$ cat src/rtl/core/cbpa_pkg.sv
// Package for the client busy-period accounting core.
// Holds op codes, sequencer states, register indexes and the record type.
// No dependencies.
package cbpa_pkg;

  localparam int unsigned ONE_SEC_NS = 32'd1000000000;

  localparam int unsigned TS_W     = 64;
  localparam int unsigned CLIENT_W = 4;
  localparam int unsigned DEV_W    = 8;
  localparam int unsigned PERIOD_W = 32;
  localparam int unsigned CFG_W    = 32;
  localparam int unsigned CFG_IDX_W = 1;

  // Configuration register indexes
  localparam logic [CFG_IDX_W-1:0] CFG_PERIOD = 1'd0;
  localparam logic [CFG_IDX_W-1:0] CFG_DEVICE = 1'd1;

  typedef enum logic [1:0] {
    OP_OPEN  = 2'd0,
    OP_START = 2'd1,
    OP_END   = 2'd2,
    OP_CLEAR = 2'd3
  } op_e;

  typedef enum logic [1:0] {
    ST_IDLE,
    ST_EXEC,
    ST_SPLIT
  } state_e;

  // One report record
  typedef struct packed {
    logic [CLIENT_W-1:0] client;
    logic [DEV_W-1:0]    device;
    logic [TS_W-1:0]     period_start;
    logic [TS_W-1:0]     period_end;
    logic [TS_W-1:0]     active_ns;
    logic                truncated;
    logic                last;
  } rec_t;

endpackage

$ cat src/rtl/core/client_busy_period_accounting_core.sv
// Client busy-period accounting core: per-slot job counts, busy start times,
// and a sequencer that splits busy spans into period records.
// Depends on cbpa_pkg.
//
// Usage: events enter on the in channel (valid/ready) as op, client slot and
// timestamp. Records leave on the out channel (valid/ready), one per beat,
// with last set on the final record of an event. Configuration (period_ns,
// device_id) is written through cfg_we_i/cfg_idx_i/cfg_wdata_i. The user
// must write it only while idle; the block itself does not enforce this.
// Sequence: one item is taken every time the sequencer is back in idle. An
// item passes through idle (table read), then execute (table update), and for
// a job end through the split state, which emits its records one by one. A
// record appears on the outputs in the cycle after it is built. The split
// state uses the single shared 64-bit subtract/compare/add unit.
// Reset: all counts and start times read as zero (per-entry valid bits are
// cleared), period_ns returns to one second, device_id to zero. No output is
// pending after reset.
// Stall: while the output register holds an untaken record, the sequencer
// waits in place; a new item is accepted even while the last record waits.
module client_busy_period_accounting_core #(
  parameter int unsigned NUM_CLIENTS = 16,
  parameter int unsigned MAX_RECORDS = 64,
  parameter int unsigned COUNT_BITS  = 8
) (
  input  logic                             clk_i,
  input  logic                             rst_ni,
  // configuration write port
  input  logic                             cfg_we_i,
  input  logic [cbpa_pkg::CFG_IDX_W-1:0]   cfg_idx_i,
  input  logic [cbpa_pkg::CFG_W-1:0]       cfg_wdata_i,
  // event input
  input  logic                             in_valid_i,
  output logic                             in_ready_o,
  input  logic [1:0]                       op_i,
  input  logic [cbpa_pkg::CLIENT_W-1:0]    client_i,
  input  logic [cbpa_pkg::TS_W-1:0]        now_i,
  // record output
  output logic                             out_valid_o,
  input  logic                             out_ready_i,
  output logic [cbpa_pkg::CLIENT_W-1:0]    client_out_o,
  output logic [cbpa_pkg::DEV_W-1:0]       device_out_o,
  output logic [cbpa_pkg::TS_W-1:0]        period_start_o,
  output logic [cbpa_pkg::TS_W-1:0]        period_end_o,
  output logic [cbpa_pkg::TS_W-1:0]        active_ns_o,
  output logic                             truncated_o,
  output logic                             last_o
);

  localparam int unsigned IDX_W = (NUM_CLIENTS > 1) ? $clog2(NUM_CLIENTS) : 1;
  localparam int unsigned REC_W = $clog2(MAX_RECORDS);
  localparam logic [COUNT_BITS-1:0] CNT_MAX  = {COUNT_BITS{1'b1}};
  localparam logic [REC_W-1:0]      LAST_IDX = REC_W'(MAX_RECORDS - 1);
  localparam int unsigned TS_W = cbpa_pkg::TS_W;

  // configuration registers
  logic [cbpa_pkg::PERIOD_W-1:0] period_q;
  logic [cbpa_pkg::DEV_W-1:0]    device_q;

  always_ff @(posedge clk_i or negedge rst_ni) begin
    if (!rst_ni) begin
      period_q <= cbpa_pkg::PERIOD_W'(cbpa_pkg::ONE_SEC_NS);
      device_q <= '0;
    end else if (cfg_we_i) begin
      case (cfg_idx_i)
        cbpa_pkg::CFG_PERIOD: period_q <= cfg_wdata_i[cbpa_pkg::PERIOD_W-1:0];
        cbpa_pkg::CFG_DEVICE: device_q <= cfg_wdata_i[cbpa_pkg::DEV_W-1:0];
        default: ;
      endcase
    end
  end

  // sequencer and latched item
  cbpa_pkg::state_e                state_q, state_d;
  cbpa_pkg::op_e                   op_q;
  logic [cbpa_pkg::CLIENT_W-1:0]   client_q;
  logic [TS_W-1:0]                 now_q;
  logic [TS_W-1:0]                 cursor_q, cursor_d;
  logic [REC_W-1:0]                ridx_q, ridx_d;
  logic                            in_acc;

  assign in_ready_o = (state_q == cbpa_pkg::ST_IDLE);
  assign in_acc     = in_valid_i && in_ready_o;

  always_ff @(posedge clk_i) begin
    if (in_acc) begin
      op_q     <= cbpa_pkg::op_e'(op_i);
      client_q <= client_i;
      now_q    <= now_i;
    end
  end

  // client table: count and start memories with per-entry valid bits
  logic [COUNT_BITS-1:0]  cnt_mem [NUM_CLIENTS];
  logic [TS_W-1:0]        start_mem [NUM_CLIENTS];
  logic [NUM_CLIENTS-1:0] cnt_vld_q, start_vld_q;
  logic [COUNT_BITS-1:0]  cnt_rd_q, cnt_wd, cnt_cur;
  logic [TS_W-1:0]        start_rd_q, start_cur;
  logic                   cnt_we, start_we, cnt_clr;
  logic [IDX_W-1:0]       idx, rd_idx;
  logic                   in_range;

  assign idx      = IDX_W'(client_q);
  assign rd_idx   = IDX_W'(client_i);
  assign in_range = (32'(client_q) < NUM_CLIENTS);

  always_ff @(posedge clk_i) begin
    if (in_acc) begin
      cnt_rd_q   <= cnt_mem[rd_idx];
      start_rd_q <= start_mem[rd_idx];
    end
    if (cnt_we) begin
      cnt_mem[idx] <= cnt_wd;
    end
    if (start_we) begin
      start_mem[idx] <= now_q;
    end
  end

  always_ff @(posedge clk_i or negedge rst_ni) begin
    if (!rst_ni) begin
      cnt_vld_q   <= '0;
      start_vld_q <= '0;
    end else begin
      if (cnt_clr) begin
        cnt_vld_q <= '0;
      end else if (cnt_we) begin
        cnt_vld_q[idx] <= 1'b1;
      end
      if (start_we) begin
        start_vld_q[idx] <= 1'b1;
      end
    end
  end

  // entries never written read as zero
  assign cnt_cur   = cnt_vld_q[idx]   ? cnt_rd_q   : '0;
  assign start_cur = start_vld_q[idx] ? start_rd_q : '0;

  // shared split unit: remaining span, compare against period, next cursor
  logic [TS_W-1:0] p64, diff, cursor_nxt;
  logic            over;

  assign p64        = TS_W'(period_q);
  assign diff       = now_q - cursor_q;
  assign over       = (diff > p64);
  assign cursor_nxt = cursor_q + p64;

  // output register
  cbpa_pkg::rec_t rec_q, rec_d;
  logic           out_valid_q, rec_load, out_free;

  assign out_free = !out_valid_q || out_ready_i;

  // next state and datapath control
  always_comb begin
    state_d  = state_q;
    cursor_d = cursor_q;
    ridx_d   = ridx_q;
    cnt_we   = 1'b0;
    cnt_wd   = '0;
    start_we = 1'b0;
    cnt_clr  = 1'b0;
    rec_load = 1'b0;
    rec_d    = '0;
    rec_d.client = client_q;
    rec_d.device = device_q;
    case (state_q)
      cbpa_pkg::ST_IDLE: begin
        if (in_acc) begin
          state_d = cbpa_pkg::ST_EXEC;
        end
      end
      cbpa_pkg::ST_EXEC: begin
        case (op_q)
          cbpa_pkg::OP_CLEAR: begin
            cnt_clr = 1'b1;
            state_d = cbpa_pkg::ST_IDLE;
          end
          cbpa_pkg::OP_OPEN: begin
            if (!in_range) begin
              state_d = cbpa_pkg::ST_IDLE;
            end else if (out_free) begin
              cnt_we             = 1'b1;
              cnt_wd             = '0;
              start_we           = 1'b1;
              rec_load           = 1'b1;
              rec_d.period_start = now_q;
              rec_d.period_end   = now_q + TS_W'(1);
              rec_d.last         = 1'b1;
              state_d            = cbpa_pkg::ST_IDLE;
            end
          end
          cbpa_pkg::OP_START: begin
            // saturating increment; first job marks the busy start
            if (in_range && (cnt_cur != CNT_MAX)) begin
              cnt_we   = 1'b1;
              cnt_wd   = cnt_cur + COUNT_BITS'(1);
              start_we = (cnt_cur == '0);
            end
            state_d = cbpa_pkg::ST_IDLE;
          end
          cbpa_pkg::OP_END: begin
            state_d = cbpa_pkg::ST_IDLE;
            if (in_range) begin
              // count drops even when start lies in the future
              if (cnt_cur != '0) begin
                cnt_we = 1'b1;
                cnt_wd = cnt_cur - COUNT_BITS'(1);
              end
              if (start_cur <= now_q) begin
                cursor_d = start_cur;
                ridx_d   = '0;
                state_d  = cbpa_pkg::ST_SPLIT;
              end
            end
          end
          default: state_d = cbpa_pkg::ST_IDLE;
        endcase
      end
      cbpa_pkg::ST_SPLIT: begin
        if (out_free) begin
          rec_load           = 1'b1;
          rec_d.period_start = cursor_q;
          if ((ridx_q < LAST_IDX) && over) begin
            // one full period
            rec_d.period_end = cursor_nxt;
            rec_d.active_ns  = p64;
            cursor_d         = cursor_nxt;
            ridx_d           = ridx_q + REC_W'(1);
          end else begin
            // remainder record, flagged truncated if periods were left over
            rec_d.period_end = now_q;
            rec_d.active_ns  = diff;
            rec_d.truncated  = over;
            rec_d.last       = 1'b1;
            start_we         = 1'b1;
            state_d          = cbpa_pkg::ST_IDLE;
          end
        end
      end
      default: state_d = cbpa_pkg::ST_IDLE;
    endcase
  end

  // state and split registers
  always_ff @(posedge clk_i or negedge rst_ni) begin
    if (!rst_ni) begin
      state_q  <= cbpa_pkg::ST_IDLE;
      cursor_q <= '0;
      ridx_q   <= '0;
    end else begin
      state_q  <= state_d;
      cursor_q <= cursor_d;
      ridx_q   <= ridx_d;
    end
  end

  // output stage
  always_ff @(posedge clk_i or negedge rst_ni) begin
    if (!rst_ni) begin
      out_valid_q <= 1'b0;
    end else if (rec_load) begin
      out_valid_q <= 1'b1;
    end else if (out_ready_i) begin
      out_valid_q <= 1'b0;
    end
  end

  always_ff @(posedge clk_i) begin
    if (rec_load) begin
      rec_q <= rec_d;
    end
  end

  assign out_valid_o    = out_valid_q;
  assign client_out_o   = rec_q.client;
  assign device_out_o   = rec_q.device;
  assign period_start_o = rec_q.period_start;
  assign period_end_o   = rec_q.period_end;
  assign active_ns_o    = rec_q.active_ns;
  assign truncated_o    = rec_q.truncated;
  assign last_o         = rec_q.last;

endmodule
$ cat config.mk
export PLATFORM = sky130hd
export DESIGN_NAME = client_busy_period_accounting_core
export DESIGN_NICKNAME = d
export VERILOG_FILES = /design/src/rtl/core/cbpa_pkg.sv /design/src/rtl/core/client_busy_period_accounting_core.sv
export SDC_FILE = /design/constraint.sdc
export NUM_CORES = 2
export LEC_CHECK = 0
export BUFFER_PORTS_ARGS = -buffer_cell sky130_fd_sc_hd__buf_4
export CAP_MARGIN = 20
export CORE_ASPECT_RATIO = 0.7
export CORE_UTILIZATION = 50
export CTS_CLUSTER_DIAMETER = 100
export CTS_CLUSTER_SIZE = 8
export DETAILED_ROUTE_END_ITERATION = 10
export PLACE_DENSITY = 0.67
export SYNTH_ARGS = -nofsm -noshare
export SYNTH_HDL_FRONTEND = slang
export SYNTH_SLANG_ARGS = --single-unit
$ cat constraint.sdc
create_clock -name clk_i -period 14 [get_ports clk_i]
set_clock_uncertainty 0.15 [all_clocks]
set_input_delay 1.4 -clock clk_i [delete_from_list [all_inputs] [get_ports clk_i]]
set_output_delay 1.4 -clock clk_i [all_outputs]
set_load 0.03 [all_outputs]
== Word level (Yosys, flattened, before mapping) ==
Memories as Yosys holds them, arrays and structs flattened. A register that Yosys moved wholly into a read port is not among the register bits.
Cells that the tools add are included.

* Register bits: 421
* Latch bits: 0
* Bits in writable memories: 1152
* Bits in read-only memories: 0
* Bits of input ports: 108
* Output and inout bits: 208
* Word-level logic and storage cells: 127
* Memories kept: 2

* Add/sub/neg operators: 6
* Multipliers: 0
* Div/mod/pow operators: 0
* $lt $le $gt $ge: 5
* Equal/unequal tests: 13
* Shift-type cells: 0
* Muxes and demuxes: 58
* Bitwise logic cells: 5
* Reductions and logical operators: 19

{| class="wikitable"
|+ Memories
! name !! depth !! width !! rd ports !! clocked after memory_dff !! wr ports !! RTL line !! text
|-
| start_mem || 16 || 64 || 1 || 1 || 1 || client_busy_period_accounting_core.sv:94 || <nowiki>logic [TS_W-1:0] start_mem [NUM_CLIENTS];</nowiki>
|-
| cnt_mem || 16 || 8 || 1 || 1 || 1 || client_busy_period_accounting_core.sv:93 || <nowiki>logic [COUNT_BITS-1:0] cnt_mem [NUM_CLIENTS];</nowiki>
|}

{| class="wikitable"
|+ Operators by type and width
! operator !! number
|-
| 128-bit 2-to-1 mux || 3
|-
| 64-bit 2-to-1 mux || 5
|-
| 128-bit one-hot mux with 2 select lines || 1
|-
| 194-bit 2-to-1 mux || 1
|-
| 64-bit one-hot mux with 2 select lines || 1
|-
| 64-bit by 1-bit adder with 64-bit output, second input constant || 1
|-
| 64-bit by 32-bit adder with 64-bit output || 1
|-
| 64-bit by 32-bit > comparator with 1-bit output || 1
|-
| 64-bit less-or-equal comparator || 1
|-
| 64-bit subtractor || 1
|-
| 16-bit 2-to-1 mux || 2
|-
| 8-bit 2-to-1 mux || 4
|-
| 16-bit OR || 2
|-
| 6-bit 2-to-1 mux || 4
|-
| 1-bit 2-to-1 mux || 19
|-
| 8-bit one-hot mux with 2 select lines || 1
|-
| 2-bit 2-to-1 mux || 6
|-
| 2-bit one-hot mux with 3 select lines || 2
|-
| 6-bit one-hot mux with 2 select lines || 1
|-
| 8-bit by 1-bit adder with 8-bit output, second input constant || 1
|-
| 1-bit binary-select mux with 4-bit select || 2
|-
| 8-bit logical NOT || 1
|-
| 2-bit != test, second input constant || 4
|-
| 8-bit != test, second input constant || 1
|-
| other kinds (24) || 40
|}

== Logic depth before layout (Yosys ltp) ==
* Depth after elaboration: 9
* Mapped depth: 28
* Gate-level depth less buffers: 24

== Worst setup path before layout ==
OpenSTA, ideal clock, no wires.

* Kind: input to register
* Start point: in out_ready_i
* End point: reg out_valid_q, in the netlist out_valid_o
* Library setup time: 0.130 ns
* Arrival time: 12.856 ns
* Required time: 13.720 ns
* Slack: 0.864 ns
* Cell stages on the path: 6
* Buffers on the path: 2
* Cell sequence: nand2b_1 -> nand3_1 -> clkbuf_1 -> clkbuf_1 -> a21oi_1 -> or2_2

* Cells in the longest elaborated chain, start to end: 5
* Elaborated cells on any way between the ends: 6
* Classes of those cells: mux: 4; reduce/logical: 2

{| class="wikitable"
|+ Ends and longest elaborated chain
! what !! RTL line !! text
|-
| from (decl) || client_busy_period_accounting_core.sv:39 || <nowiki>input logic out_ready_i,</nowiki>
|-
| 1-bit logical OR (*) || client_busy_period_accounting_core.sv:152 || <nowiki>assign out_free = !out_valid_q || out_ready_i;</nowiki>
|-
| 1-bit 2-to-1 mux (*) || client_busy_period_accounting_core.sv:182, client_busy_period_accounting_core.sv:221 ||
|-
| 1-bit 2-to-1 mux || client_busy_period_accounting_core.sv:174 || <nowiki>case (op_q)</nowiki>
|-
| 1-bit one-hot mux with 2 select lines (*) || client_busy_period_accounting_core.sv:167 || <nowiki>case (state_q)</nowiki>
|-
| via rec_load || client_busy_period_accounting_core.sv:150 || <nowiki>logic out_valid_q, rec_load, out_free;</nowiki>
|-
| 1-bit 2-to-1 mux / 2-bit nonzero test (equally long branches) || n/a ||
|-
| to (signal assigned) || client_busy_period_accounting_core.sv:261 || <nowiki>out_valid_q <= 1'b0;</nowiki>
|-
| to (signal assigned) || client_busy_period_accounting_core.sv:263 || <nowiki>out_valid_q <= 1'b1;</nowiki>
|-
| to (signal assigned) || client_busy_period_accounting_core.sv:265 || <nowiki>out_valid_q <= 1'b0;</nowiki>
|-
| to (decl) || client_busy_period_accounting_core.sv:150 ||
|}

The timed path passes the listed nets; every way through them passes the cells marked *.
A chain may end at the register's enable or synchronous reset.

==> metrics <==
number of nets in the layout 5673; Critical R2R Capture period_end_o[37]; number of DRC markers in iteration 0 6976; number of global-route vias before repair 46100; I/O pins 316; class of the worst hold path flop to flop; fraction of layout cells with a size suffix above 1 0.209; root buffer cell clkbuf_16; main combinational cell family by area after synthesis multiplexers; standard-cell rows 118; maximum number of pins on one net before global-route repair 156; fraction of registers with async set/reset 0.0881; cells on worst reg2reg path 25; power density over the cells roughly 200 nW/µm²; Resize count post-CTS 0; hpwl dp 160000 µm; end point of the worst hold path device_out_o[2]; number of hold-repair buffers added at the cts stage 0; crit start category flop; Chip Width 465 µm; area used by multi-input combinational logic 24500 µm²; largest fanout on the critical path 61; Mapped Nets 5280; share of the synthesized area in compound gates (AO/OA/AOI/OAI) 0.0858; Max-Slew Margin vs Limit 0.0847; post-synthesis mux area share 0.114; max-cap check violation count 0; highest ir drop seen on vdd around 0.00014 V; Crit Path Class flop to flop; main flop type after synthesis edfxtp_1; cells after synthesis 4966; highest clock rate roughly 110 MHz; final number of max-transition violations 0; category of the worst setup path capture point flop; count of TritonRoute iterations in the first routing pass 11; most used standard cell by instance count after synthesis edfxtp_1; die span in y 326 µm; data required time of the critical path about 14 ns; final hold violation count 0; largest buffer count on any clock path 3; share of Yosys cell area claimed by the top area cell type 0.601; clock tree from TritonCTS done; number of antenna violations at the first check in global routing 4; number of clock sinks 1645; final standard cell utilization of the core 0.582; GP Congestion 0.974; number of remaining DRC errors 22; Global Route Usage Sum 0.310; sequential fraction of the synthesis area 0.650; Detailed Route WL 236000 µm; hold wc startpoint device_q[2]; Worst Max-Slew Pin Slew about 1.4 ns; setup repair after global routing missed its margin false; post-DR vias/cell around 6.5; worst hold path stage count 0; Post-synth EDFFs 1500; violated checks DRC; # Post-CTS Setup Buffers 0; number of inserted filler cells in the final layout approximately 11000; storage element area just under 50000 µm²; leakage power about 0.030 µW; reg2reg setup slack 4.94 ns; list of most frequent post-synthesis cells edfxtp_1 (1500), mux4_2 (370), nand2_1 (308); total of endpoints with negative setup slack in the final report 0; vias after detailed routing around 48000; htree depth 4; simple logic cell fraction of the synthesized area 0.0757; average instance area after synthesis around 15 µm²; Die Footprint 151000 µm²; setup TNS after final layout 0 ns; number of buffers added on ports 315; first-pass GRT wire length 335000 µm; area leader, netlist edfxtp_1; Initial Util 0.505; wire length per cell after detailed routing 31.6 µm; total global routing overflow 0; post-synthesis to final-layout area growth 15.2%; largest cells by area after synthesis edfxtp_1 (60%), mux4_2 (11%), dfrtp_1 (4.4%); Period minus WS final 9.06 ns; post-route ant nets 0; combined area of all synthesized cells 74900 µm²; startpoint of the worst register-to-register path now_q[15]; number of buffers created by CTS 224; number of distinct library cells after synthesis 83; clock network latency to the later pin of the worst-skew pair 0.86 ns; post-CTS clock slew at the launch and capture registers of the worst setup and hold paths 0.06 ns; xor-xnor portion of the synthesized cell area 0.0150; Yosys warnings 0; flops & latches, synth 1645; area inside the core boundary 148000 µm²; final worst path period share 0.647; Synth Area in Adders 0.0346; Critical Path AT 9.48 ns; status finished with violations
## flip-flops by register name (all words and copies together) (netlist names), 4 cells and up
name and cells:
active_ns_o 64, client_out_o 4, client_q 4, cnt_mem 128, cnt_rd_q 8, cnt_vld_q 16, cursor_q 64, device_out_o 8
device_q 8, now_q 64, period_end_o 64, period_q 32, period_start_o 64, ridx_q 6, start_mem 1024, start_rd_q 64
start_vld_q 16
## how the worst max path moves through the flow
| stage | startpoint | end | slack [ns] |
|---|---|---|---|
| global placement | now_q[15] | start_mem[9][53] | 4.79 |
| CTS | now_q[4] | start_mem[4][2] | 4.57 |
| finish | now_q[15] | period_end_o[37] | 4.94 |
| global route | now_q[15] | start_mem[8][54] | 4.43 |
| detailed placement | now_q[15] | start_mem[8][40] | 4.62 |
| floorplan | out_ready_i | out_valid_o | 0.86 |
## per-stage QoR
stage / std cells / setup WS, ns / instance area [µm²] / power, µW / hold slack [ns]
2_1_floorplan: 4966 / 0.864 / 74900 / 9900 / 0.269
3_5_place_dp: 7102 / 4.62 / 79700 / 11900 / 0.281
6_report: 7479 / 4.94 / 86300 / 17000 / 0.293
3_3_place_gp: 7102 / 4.79 / 79700 / 11900 / 0.274
4_1_cts: 7466 / 4.57 / 86200 / 16900 / 0.294
5_1_grt: 7477 / 4.43 / 86300 / 17700 / 0.304
## metal layers
layer | vias to the layer above | wire length [µm] | track usage | part of all wire
met4 | 2 | 5440 | 0.0778 | 0.023
met2 | 2907 | 103000 | 0.442 | 0.44
met5 | - | 7 | 0 | 0.000030
met3 | 295 | 26100 | 0.0802 | 0.11
met1 | 24800 | 102000 | 0.473 | 0.43
li1 | 20400 | - | - | -
## worst max-delay path, cell delays in order, from the launching register on
cell,delay [ns]
edfxtp_1,0.73
ha_1,0.64
nand2_1,0.16
nor3_1,0.24
a22oi_1,0.18
a21o_1,0.27
and2_1,0.20
o21ai_0,0.49
a21oi_1,0.21
o21bai_1,0.20
xor2_1,0.23
ha_1,0.30
nand4_1,0.19
nor3_1,0.08
a221o_1,0.31
o31a_1,0.33
a2111oi_0,0.58
o21ai_0,0.20
a2111oi_0,0.33
nand4b_1,0.20
nor4_4,0.29
buf_4,0.50
or2_4,0.75
buf_4,0.59
nor3_1,0.10
o31a_1,0.27
## where the power goes
group	internal (µW)	switching, µW	total, µW	leakage [µW]
Combinational	1790	3800	5600	0.0117
Sequential	6040	372	6410	0.0153
Clock	2960	2060	5020	0.00306
Total	10800	6240	17000	0.0300
## cell usage in the layout, fill, tap and decap left out, drive strengths merged, types with 80 or more instances in the layout
cell type	n
a22oi	80
nor3	112
nand2	308
dfrtp	132
inv	204
clkbuf	351
ha	204
buf	442
xnor2	89
edfxtp	1500
nand4	83
nand3	87
o21ai	170
mux4	370
a21oi	230
nor2	286
and2	81
## cell families after synthesis
logic type	Yosys count
xor gates and xnor gates	128
and+or+nand+nor	1161
adders and majority gates	206
buffers and inverters	479
muxes	392
AOI/OAI and AO/OA	955
DFF	1645
## layout make-up
| class | instances | area share |
|---|---|---|
| clock inverters | 16 | 0.00426 |
| multi-input cells | 2842 | 0.284 |
| repair buffers | 445 | 0.0397 |
| clock buffers | 348 | 0.0706 |
| well taps | 1980 | 0.0287 |
| diodes | 2 | 0.0000580 |
| inverters | 201 | 0.00874 |
| flip-flops and latches | 1645 | 0.564 |
No activity file was read; power rests on OpenSTA's default activity.
